===== config.mk =====
export PLATFORM = sky130hd
export DESIGN_NAME = spp_clip
export DESIGN_NICKNAME = d
export VERILOG_FILES = /design/src/rtl/spp_pkg.sv /design/src/rtl/spp_clip.sv
export SDC_FILE = /design/constraint.sdc
export NUM_CORES = 1
export LEC_CHECK = 0
export ABC_AREA = 0
export BUFFER_PORTS_ARGS = -buffer_cell sky130_fd_sc_hd__buf_2
export CAP_MARGIN = 0
export CORE_ASPECT_RATIO = 1.75
export CORE_UTILIZATION = 52
export CTS_CLUSTER_SIZE = 14
export DETAILED_ROUTE_END_ITERATION = 16
export PLACE_DENSITY = 0.84
export SETUP_SLACK_MARGIN = 0.1
export SYNTH_ARGS = -nofsm -noshare
export SYNTH_HDL_FRONTEND = slang
export SYNTH_SLANG_ARGS = --single-unit

===== constraint.sdc =====
create_clock -name clk -period 0.8 [get_ports clk]
set_input_delay 0.12 -clock clk [delete_from_list [all_inputs] [get_ports clk]]
set_output_delay 0.12 -clock clk [all_outputs]
set_load 0.05 [all_outputs]

===== src/rtl/spp_pkg.sv =====
// shared types, constants and helpers for the sprite screen projection block
`timescale 1ns / 1ps
`default_nettype none
package spp_pkg;

	localparam int IN_DATA_W  = 32;
	localparam int OUT_DATA_W = 152;
	localparam int CFG_DATA_W = 16;
	localparam int CFG_ADDR_W = 3;

	// quotient bits of the camera-space and the screen-size dividers
	localparam int CAM_QW = 24;
	localparam int SCR_QW = 16;

	typedef enum logic [CFG_ADDR_W-1:0] {
		REG_CAM_POS_X     = 3'd0,
		REG_CAM_POS_Y     = 3'd1,
		REG_VIEW_DIR_X    = 3'd2,
		REG_VIEW_DIR_Y    = 3'd3,
		REG_CAM_PLANE_X   = 3'd4,
		REG_CAM_PLANE_Y   = 3'd5,
		REG_SCREEN_WIDTH  = 3'd6,
		REG_SCREEN_HEIGHT = 3'd7
	} reg_idx_t;

	localparam logic [15:0] RST_CAM_POS_X     = 16'd0;
	localparam logic [15:0] RST_CAM_POS_Y     = 16'd0;
	localparam logic [15:0] RST_VIEW_DIR_X    = 16'hC000;
	localparam logic [15:0] RST_VIEW_DIR_Y    = 16'd0;
	localparam logic [15:0] RST_CAM_PLANE_X   = 16'd0;
	localparam logic [15:0] RST_CAM_PLANE_Y   = 16'd10813;
	localparam logic [11:0] RST_SCREEN_WIDTH  = 12'd640;
	localparam logic [11:0] RST_SCREEN_HEIGHT = 12'd480;

	localparam logic [11:0] SCREEN_MAX = 12'd2048;

	typedef struct packed {
		logic [15:0]        cam_pos_x;
		logic [15:0]        cam_pos_y;
		logic signed [15:0] view_dir_x;
		logic signed [15:0] view_dir_y;
		logic signed [15:0] cam_plane_x;
		logic signed [15:0] cam_plane_y;
		logic [11:0]        screen_width;
		logic [11:0]        screen_height;
	} cfg_t;

	typedef struct packed {
		logic signed [15:0] last_column;
		logic [14:0]        first_column;
		logic [10:0]        last_row;
		logic [10:0]        first_row;
		logic [14:0]        proj_width;
		logic [14:0]        proj_height;
		logic signed [15:0] center_column;
		logic signed [23:0] depth;
		logic signed [23:0] lateral;
		logic               zero_depth;
	} res_t;

	// zero acts as one, anything past the largest screen as the largest screen
	function automatic logic [11:0] screen_dim(input logic [11:0] r);
		logic [11:0] v;
		v = r;
		if (r == 12'd0)
			v = 12'd1;
		else if (r > SCREEN_MAX)
			v = SCREEN_MAX;
		return v;
	endfunction

endpackage
`default_nettype wire


===== src/rtl/spp_clip.sv =====
// draw rectangle clamping and output register
`timescale 1ns / 1ps
`default_nettype none
module spp_clip
	import spp_pkg::*;
(
	input  wire logic               clk,
	input  wire logic               arst_n,
	input  wire logic               en,
	input  wire logic               in_valid,
	input  wire logic [11:0]        width,
	input  wire logic [11:0]        height,
	input  wire logic signed [23:0] lat,
	input  wire logic signed [23:0] dep,
	input  wire logic               zd,
	input  wire logic signed [15:0] cc,
	input  wire logic [14:0]        ph,
	input  wire logic [14:0]        pw,
	output logic                    valid_s9,
	output res_t                    res_s9
);

	logic [10:0]        half_h;
	logic [13:0]        half_ph, half_pw;
	logic signed [15:0] fr_t;
	logic [14:0]        lr_t;
	logic signed [16:0] fc_t, lc_t;
	res_t               res;

	always_comb begin
		half_h  = height[11:1];
		half_ph = ph[14:1];
		half_pw = pw[14:1];
		fr_t    = $signed({5'd0, half_h}) - $signed({2'd0, half_ph});
		lr_t    = 15'(half_ph) + 15'(half_h);
		fc_t    = {cc[15], cc} - $signed({3'd0, half_pw});
		lc_t    = {cc[15], cc} + $signed({3'd0, half_pw});

		res.lateral       = lat;
		res.depth         = dep;
		res.zero_depth    = zd;
		res.center_column = cc;
		res.proj_height   = ph;
		res.proj_width    = pw;
		res.first_row     = fr_t[15] ? 11'd0 : fr_t[10:0];
		res.last_row      = (lr_t >= 15'(height)) ? 11'(height - 12'd1) : lr_t[10:0];
		res.first_column  = fc_t[16] ? 15'd0 : fc_t[14:0];
		res.last_column   = (lc_t >= $signed({5'd0, width})) ?
			$signed(16'(width - 12'd1)) : lc_t[15:0];
		if (zd) begin
			res.first_row    = '0;
			res.last_row     = '0;
			res.first_column = '0;
			res.last_column  = '0;
		end
	end

	always_ff @(posedge clk or negedge arst_n) begin
		if (!arst_n) begin
			valid_s9 <= 1'b0;
		end else if (en) begin
			valid_s9 <= in_valid;
		end
	end

	always_ff @(posedge clk) begin
		if (en) begin
			res_s9 <= res;
		end
	end

endmodule
`default_nettype wire


==> results_dict.tcl, run 1 <==
set metrics [dict create \
    synth_mux_area_share_pct 1.639 \
    cts-buffers-inserted 17 \
    overflow 1438 \
    stop_stage "global routing (5_1_grt)" \
    ys.flop_type "edfxtp_1" \
    error "[ERROR GRT-0232] Routing congestion too high. Check the congestion heatmap in the GUI." \
    avgSynthCellArea_sq_um 11.50 \
    outcome "aborted with a tool error" \
    synth-compound-area-share_pct 12.54 \
    dp_hpwl_mm 21.14 \
    synthXorXnorAreaFrac_pct 5.177 \
    start_util_pct 52.96 \
    synth.distinct_cells 73 \
    dp_cells 1425 \
    synth-edff-count 148 \
    synth_common_cells "edfxtp_1 (148), nor2_1 (80), inv_1 (79)" \
    synth_top_family_by_area "compound AO/OA/AOI/OAI gates" \
    ys_top_cells_by_area "edfxtp_1 (52%), ha_1 (11%), xnor2_1 (4.1%)" \
    synth_adder_area_share_pct 11.95 \
    syn_area_sq_um 8628 \
    synth_seq_area_share_pct 51.80 \
    yosysTopAreaCell "edfxtp_1" \
    grt_max_degree 48 \
    synth-simple-area-share_pct 11.80 \
    synth-seq-cells 149 \
    gp_congestion 0.9322 \
    yosys_warnings 0 \
    h-tree-depth 4 \
    fp.dieH_um 172.4 \
    cts_max_path_buffers 2 \
    row_count 62 \
    port_buffers 271 \
    async_flop_share_pct 0.6711 \
    ios 272 \
    die_width_um 99.38 \
    synth_nets 953 \
    yosysMostFrequentCell "edfxtp_1" \
    clkSinkCount 149 \
    grtUsageTotal_pct 95.42 \
    endpoint_type "register data pin" \
    synthCells 750 \
    synth_top_cell_area_share_pct 51.51 \
    worstEndpointGrtRepair "res_s9[110]$_SDFFCE_PP0P_/D" \
    cts_root_buf "clkbuf_16" \
]
through the flow:
step / instance area (sq um) / worst slack (ns) / util (%) / TNS, ns
2_1_floorplan: 8902 / -2.555 / - / -97.76
3_3_place_gp: 12260 / -3.005 / 75.25 / -132.84
3_5_place_dp: 12260 / -3.097 / 75.25 / -136.91
4_1_cts: 15260 / -2.575 / 93.66 / -144.26
cell families after synthesis:
| family | count (synthesis) |
|---|---|
| fa+ha+maj | 80 |
| mux | 14 |
| simple gates | 205 |
| flops | 149 |
| compound gates | 147 |
| xor+xnor | 51 |
| buf+inv | 104 |
layer usage:
layer / global-route usage (%) / GRT overflow
met5: 5.846 / 0
met3: 60.31 / 6
met4: 109.8 / 216
met1: 85.13 / 7
met2: 135.4 / 1209
timing repair:
action,CTS
pin swaps,47
endpoints found under the hold margin,88
endpoints found under the setup margin,203
cloned,1
setup buffers,43
hold buffers,70
gates resized for setup,404
==> inputs of run 2 (changes only) <==
CORE_ASPECT_RATIO = unset   (was 1.75)
CORE_UTILIZATION = 40   (was 52)
CTS_CLUSTER_SIZE = unset   (was 14)
PLACE_DENSITY = unset   (was 0.84)
PLACE_DENSITY_LB_ADDON = 0.15   (was unset)
SETUP_SLACK_MARGIN = unset   (was 0.1)
==> run 2 against run 1 <==
Effect of this change: the flow now finishes, with violations (negative setup slack); synthesized cell count stayed put; synthesized area unchanged.
==> results_dict.tcl, run 2 <==
set metrics [dict create \
    met3_wirelength_mm 1.643 \
    fp.dieH_um 148.9 \
    wl_per_cell_um 16.45 \
    clkSinkCount 149 \
    p_leak_nw 6.870 \
    avgViaCountPerCell 4.869 \
    overflow 0 \
    finalClockSkew_ns 0 \
    h-tree-depth 4 \
    slowest_stage "fa_2" \
    synth-seq-cells 149 \
    max_stage_delay_ns 0.34 \
    crit_type "in -> reg" \
    grtUsageTotal_pct 24.90 \
    core_area_sq_um 21090 \
    drt_first_iter_violations 325 \
    dp_hpwl_mm 18.85 \
    synth-edff-count 148 \
    worst_setup_path_end_kind "flip-flop" \
    worstSkewPairLatency_ns 0.42 \
    maxUsedRoutingLayer "met5" \
    worst_slack_ns -2.416 \
    syn_area_sq_um 8628 \
    layout_common_cells "buf_4 (250), buf_6 (169), edfxtp_1 (148), buf_2 (111), dlygate4sd3_1 (91)" \
    grt_pass1_wl_mm 42.04 \
    dieArea_sq_um 22160 \
    largest_reg_flops 148 \
    drv_cap 0 \
    yosysTopAreaCell "edfxtp_1" \
    antenna_found_initial 1 \
    synth_nets 953 \
    placed_cell_area_sq_um 12280 \
    gp_congestion 0.8599 \
    fin_nets 1582 \
    ios 272 \
    avgSynthCellArea_sq_um 11.50 \
    grt_max_degree 40 \
    vias 8116 \
    ir_drop_v 0.001403 \
    port_buffers 271 \
    area_delta_synth_final_pct 81.76 \
    ant_nets 0 \
    synth_seq_area_share_pct 51.80 \
    path_cells "buf_8 > ha_4 > inv_2 > fa_2 > or2_1 > a221oi_2 > o41ai_2 > o41ai_2 > nor2_1 > xnor2_1 > ha_1 > nand4_1 > nor2_2 > a211oi_2 > o21ai_1 > a31oi_2 > buf_12 > mux2i_1 > nor2_1" \
    wl_met1_mm 11.78 \
    finalSetupViolations 202 \
    start_util_pct 40.92 \
    synthCells 750 \
    outcome "finished with violations" \
    finalMaxSlewViolations 0 \
    min_path_type "in -> reg" \
    post-route-drc-count 0 \
    wl_mm 27.42 \
    yosysMostFrequentCell "edfxtp_1" \
    top_register "res_s9" \
    ys.flop_type "edfxtp_1" \
    row_count 53 \
    powerDensity_nw_per_um2 1816 \
    required_ns 0.98 \
    synth_top_cell_area_share_pct 51.51 \
    setup.worst_path.start_class "primary input" \
    die_width_um 148.9 \
    largestRegisters "res_s9 (148), valid_s9 (1)" \
    wl_met2_mm 13.52 \
    dp_slack_ns -2.918 \
    violations "negative setup slack" \
    yosys_warnings 0 \
    grt_pass1_vias 8182 \
    worstPathMaxFanout 13 \
    design_area_sq_um 15680 \
    rsz0062_at_grt "true" \
    cts_max_path_buffers 2 \
    final_common_cell "buf_4" \
    cts-buffers-inserted 17 \
    async_flop_share_pct 0.6711 \
    worst_slew_pin_slew_ns 0.4340 \
    ys_top_cells_by_area "edfxtp_1 (52%), ha_1 (11%), xnor2_1 (4.1%)" \
    cts_tree "built" \
    relSlewSlack_pct 71.03 \
    clk_pin_slew_worst_paths_ns 0.07 \
    arrival_ns 3.40 \
    drive_above_1_share_pct 50.43 \
    drt_pass1_iterations 5 \
    synth_common_cells "edfxtp_1 (148), nor2_1 (80), inv_1 (79)" \
    finalCritPeriodShare_pct 402.0 \
    synth.distinct_cells 73 \
    period_minus_slack_ns 3.216 \
    hold_viol 0 \
    cts_root_buf "clkbuf_16" \
    antenna-diode-count 0 \
    fmax_mhz 311.0 \
]
[run 2: cell counts after synthesis]
Identical to the previous run, type by type.
[run 2: cell type report]
type,instances,area (sq um)
sequential,149,4471
fill,1390,5405
clock inverter,15,181.4
inverter,79,326.6
multi-input combinational,497,4438
tap,275,344.1
timing repair buffer,635,5497
clock buffer,17,425.4
[run 2: repair_timing]
| item | CTS | global route |
|---|---|---|
| resized for setup | 385 | 61 |
| hold buffers | 91 | 1 |
| pin swaps | 57 | 47 |
| gates cloned | 3 | 0 |
| buffers inserted | 23 | 21 |
| endpoints found under the hold margin | 90 | 1 |
| setup endpoints to repair | 202 | 203 |
[run 2: logic make-up (layout without fill, tap and decap cells)]
logic type                 Yosys count  after routing  synth area share [%]
AOI/OAI and AO/OA                  147            147                 12.54
adders and majority gates           80             80                 11.95
and+or+nand+nor                    205            205                 11.80
DFF                                149            149                 51.80
xor gates and xnor gates            51             51                 5.177
buffers and inverters              104            746                 5.090
muxes                               14             14                 1.639
[run 2: power by group]
part           internal [mW]  leakage (nW)  total (mW)  switching (mW)
Combinational           4.89          5.13        10.7            5.83
Clock                   4.23         0.295        8.07            3.84
Sequential              9.35          1.45        9.69           0.342
Total                   18.5          6.87        28.5            10.0
[run 2: worst max-delay path, delay by kind of cell]
family	cells	cell delay, ns
AOI/OAI and AO/OA	6	1.26
xor gates and xnor gates	1	0.20
adders and majority gates	3	0.75
buffers and inverters	3	0.29
muxes	1	0.19
and+or+nand+nor	5	0.57
[run 2: worst paths after layout]
check	from	endpoint	slack, ns	cells after the start
worst max-delay path	height[1]	res_s9[110]	-2.42	19
worst min-delay path	ph[12]	res_s9[77]	0.03	2
worst max register to register	valid_s9	valid_s9	0.02	1
worst min register to register	valid_s9	valid_s9	0.54	1
max in group asynchronous	arst_n	valid_s9	0.15	3
min in group asynchronous	arst_n	valid_s9	0.53	3
[run 2: through the flow]
step	std cells	utilization (%)	TNS [ns]	hold slack, ns	power, mW
global placement	1505	58.23	-134.49	-0.1045	18.13
global route	1667	74.37	-149.32	0.01493	29.68
CTS	1653	72.78	-138.62	0.01769	28.19
floorplan	750	-	-97.76	-0.1756	14.90
detailed placement	1505	58.23	-137.44	-0.1039	18.20
finish	1667	74.37	-136.85	0.03294	28.48
[run 2: layer usage]
metal  vias to the layer above  track usage [%]
li1                       3982                -
met1                      3837            31.56
met2                       261            42.64
met3                        34            5.443
met4                         2            6.939
met5                         -                0
Power figures use the tool's default switching activity.
==> inputs of run 3 (changes only) <==
RECOVER_POWER = 100   (was unset)
==> run 3 against run 2 <==
Effect of this change: via count barely moved; cell area fell by 0.97%; register-to-register slack barely moved; non-clock buffer count did not move; largest cell class unchanged; sequential power barely moved; the run still ends with negative setup slack left; critical path depth did not move; clock power barely moved; wire length rose by 0.16%; highest routed layer unchanged; utilization fell by 0.72 points.
==> results_dict.tcl, run 3 (synthesis results as in run 2) <==
set metrics [dict create \
    clkSinkCount 149 \
    worstPathMaxFanout 13 \
    fin_nets 1582 \
    ios 272 \
    path_cells "buf_8 > ha_4 > inv_2 > fa_2 > or2_1 > a221oi_2 > o41ai_2 > o41ai_2 > nor2_1 > xnor2_1 > ha_1 > nand4_1 > nor2_2 > a211oi_2 > o21ai_1 > a31oi_2 > buf_12 > mux2i_1 > nor2_1" \
    worst_slack_ns -2.425 \
    required_ns 0.98 \
    met3_wirelength_mm 1.620 \
    largestRegisters "res_s9 (148), valid_s9 (1)" \
    wl_met1_mm 11.86 \
    maxUsedRoutingLayer "met5" \
    period_minus_slack_ns 3.225 \
    multiInputGateArea_sq_um 4438 \
    fmax_mhz 310.0 \
    layout_common_cells "buf_4 (227), buf_6 (162), edfxtp_1 (148), dlygate4sd3_1 (91), buf_2 (91)" \
    drt_first_iter_violations 301 \
    cts-buffers-inserted 17 \
    fin_cells 1667 \
    path_depth 19 \
    max_stage_delay_ns 0.34 \
    final_common_cell "buf_4" \
    holdPathStages 2 \
    avgViaCountPerCell 4.867 \
    post-route-drc-count 0 \
    antenna-diode-count 0 \
    dp_hpwl_mm 18.85 \
    min_path_type "in -> reg" \
    arrival_ns 3.41 \
    violations "negative setup slack" \
    outcome "finished with violations" \
    finalClockSkew_ns 0 \
    finalCritPeriodShare_pct 403.2 \
    fill_cells 1441 \
    core_area_sq_um 21090 \
    finalMaxSlewViolations 0 \
    reg2reg_depth 1 \
    overflow 0 \
    clk_pin_slew_worst_paths_ns 0.07 \
    ir_drop_v 0.001404 \
    crit_type "in -> reg" \
    seq_area_sq_um 4471 \
    setup.worst_path.start_class "primary input" \
    fp.dieH_um 148.9 \
    drt_pass1_iterations 5 \
    grt_pass1_wl_mm 42.04 \
    slowest_stage "fa_2" \
    relSlewSlack_pct 59.17 \
    gp_congestion 0.8599 \
    rsz0062_at_grt "true" \
    top_register "res_s9" \
    largest_reg_flops 148 \
    wl_per_cell_um 16.48 \
    critPathTopFamily "compound AO/OA/AOI/OAI gates" \
    port_buffers 271 \
    wl_mm 27.47 \
    cts_max_path_buffers 2 \
    path_buf_inv 3 \
    worstSkewPairLatency_ns 0.42 \
    h-tree-depth 4 \
    grt_max_degree 40 \
    wl_met2_mm 13.54 \
    drive_above_1_share_pct 47.99 \
    cts_root_buf "clkbuf_16" \
    die_width_um 148.9 \
    p_leak_nw 6.737 \
    grtUsageTotal_pct 24.90 \
    dp_cells 1505 \
    drv_cap 0 \
    powerDensity_nw_per_um2 1827 \
    finalSetupViolations 202 \
    setup_tns_ns -141.67 \
    antenna_found_initial 1 \
    area_delta_synth_final_pct 80.00 \
    cts_tree "built" \
    grt_pass1_vias 8182 \
    start_util_pct 40.92 \
    dieArea_sq_um 22160 \
    vias 8113 \
    ant_nets 0 \
    finalPower_mw 28.38 \
    row_count 53 \
    hold_viol 0 \
    worst_slew_pin_slew_ns 0.6124 \
    worst_setup_path_end_kind "flip-flop" \
]
==> run 3: path summary, 6_finish.rpt <==
path	startpoint	end	slack (ns)
setup / recovery	height[1]	res_s9[110]	-2.43
hold / removal	ph[12]	res_s9[77]	0.09
setup reg to reg	valid_s9	valid_s9	0.02
hold reg to reg	valid_s9	valid_s9	0.54
max in group asynchronous	arst_n	valid_s9	0.15
min in group asynchronous	arst_n	valid_s9	0.53
==> run 3: per-layer routing <==
metal	vias to the layer above	global-route usage, %
met5	-	0
met4	2	6.939
met3	32	5.443
met2	261	42.64
met1	3834	31.56
li1	3984	-
==> run 3: metrics by stage <==
stage,setup slack (ns),util [%],area (sq um),hold slack [ns]
finish,-2.425,73.65,15530,0.08851
global route,-2.656,73.65,15530,0.07681
CTS,-2.368,72.78,15350,0.01769
detailed placement,-2.918,58.23,12280,-0.1039
global placement,-2.820,58.23,12280,-0.1045
floorplan,-2.555,-,8902,-0.1756
==> run 3: repair_timing <==
| action | CTS | global route |
|---|---|---|
| hold buffers | 91 | 1 |
| pin swaps | 57 | 47 |
| resized for setup | 385 | 61 |
| endpoints found under the hold margin | 90 | 1 |
| setup buffers | 23 | 21 |
| endpoints found under the setup margin | 202 | 203 |
| gates cloned | 3 | 0 |
==> run 3: report_power, final <==
| group | switching, mW | internal (mW) | total, mW |
|---|---|---|---|
| Combinational | 5.82 | 4.80 | 10.6 |
| Clock | 3.84 | 4.23 | 8.07 |
| Sequential | 0.343 | 9.35 | 9.69 |
==> run 3: cell type report <==
type | instances | area share, %
clock buffers | 17 | 2.739
inverters | 79 | 2.103
well taps | 275 | 2.215
repair buffers | 635 | 34.42
flip-flops and latches | 149 | 28.78
clock inverters | 15 | 1.168
multi-input cells | 497 | 28.57
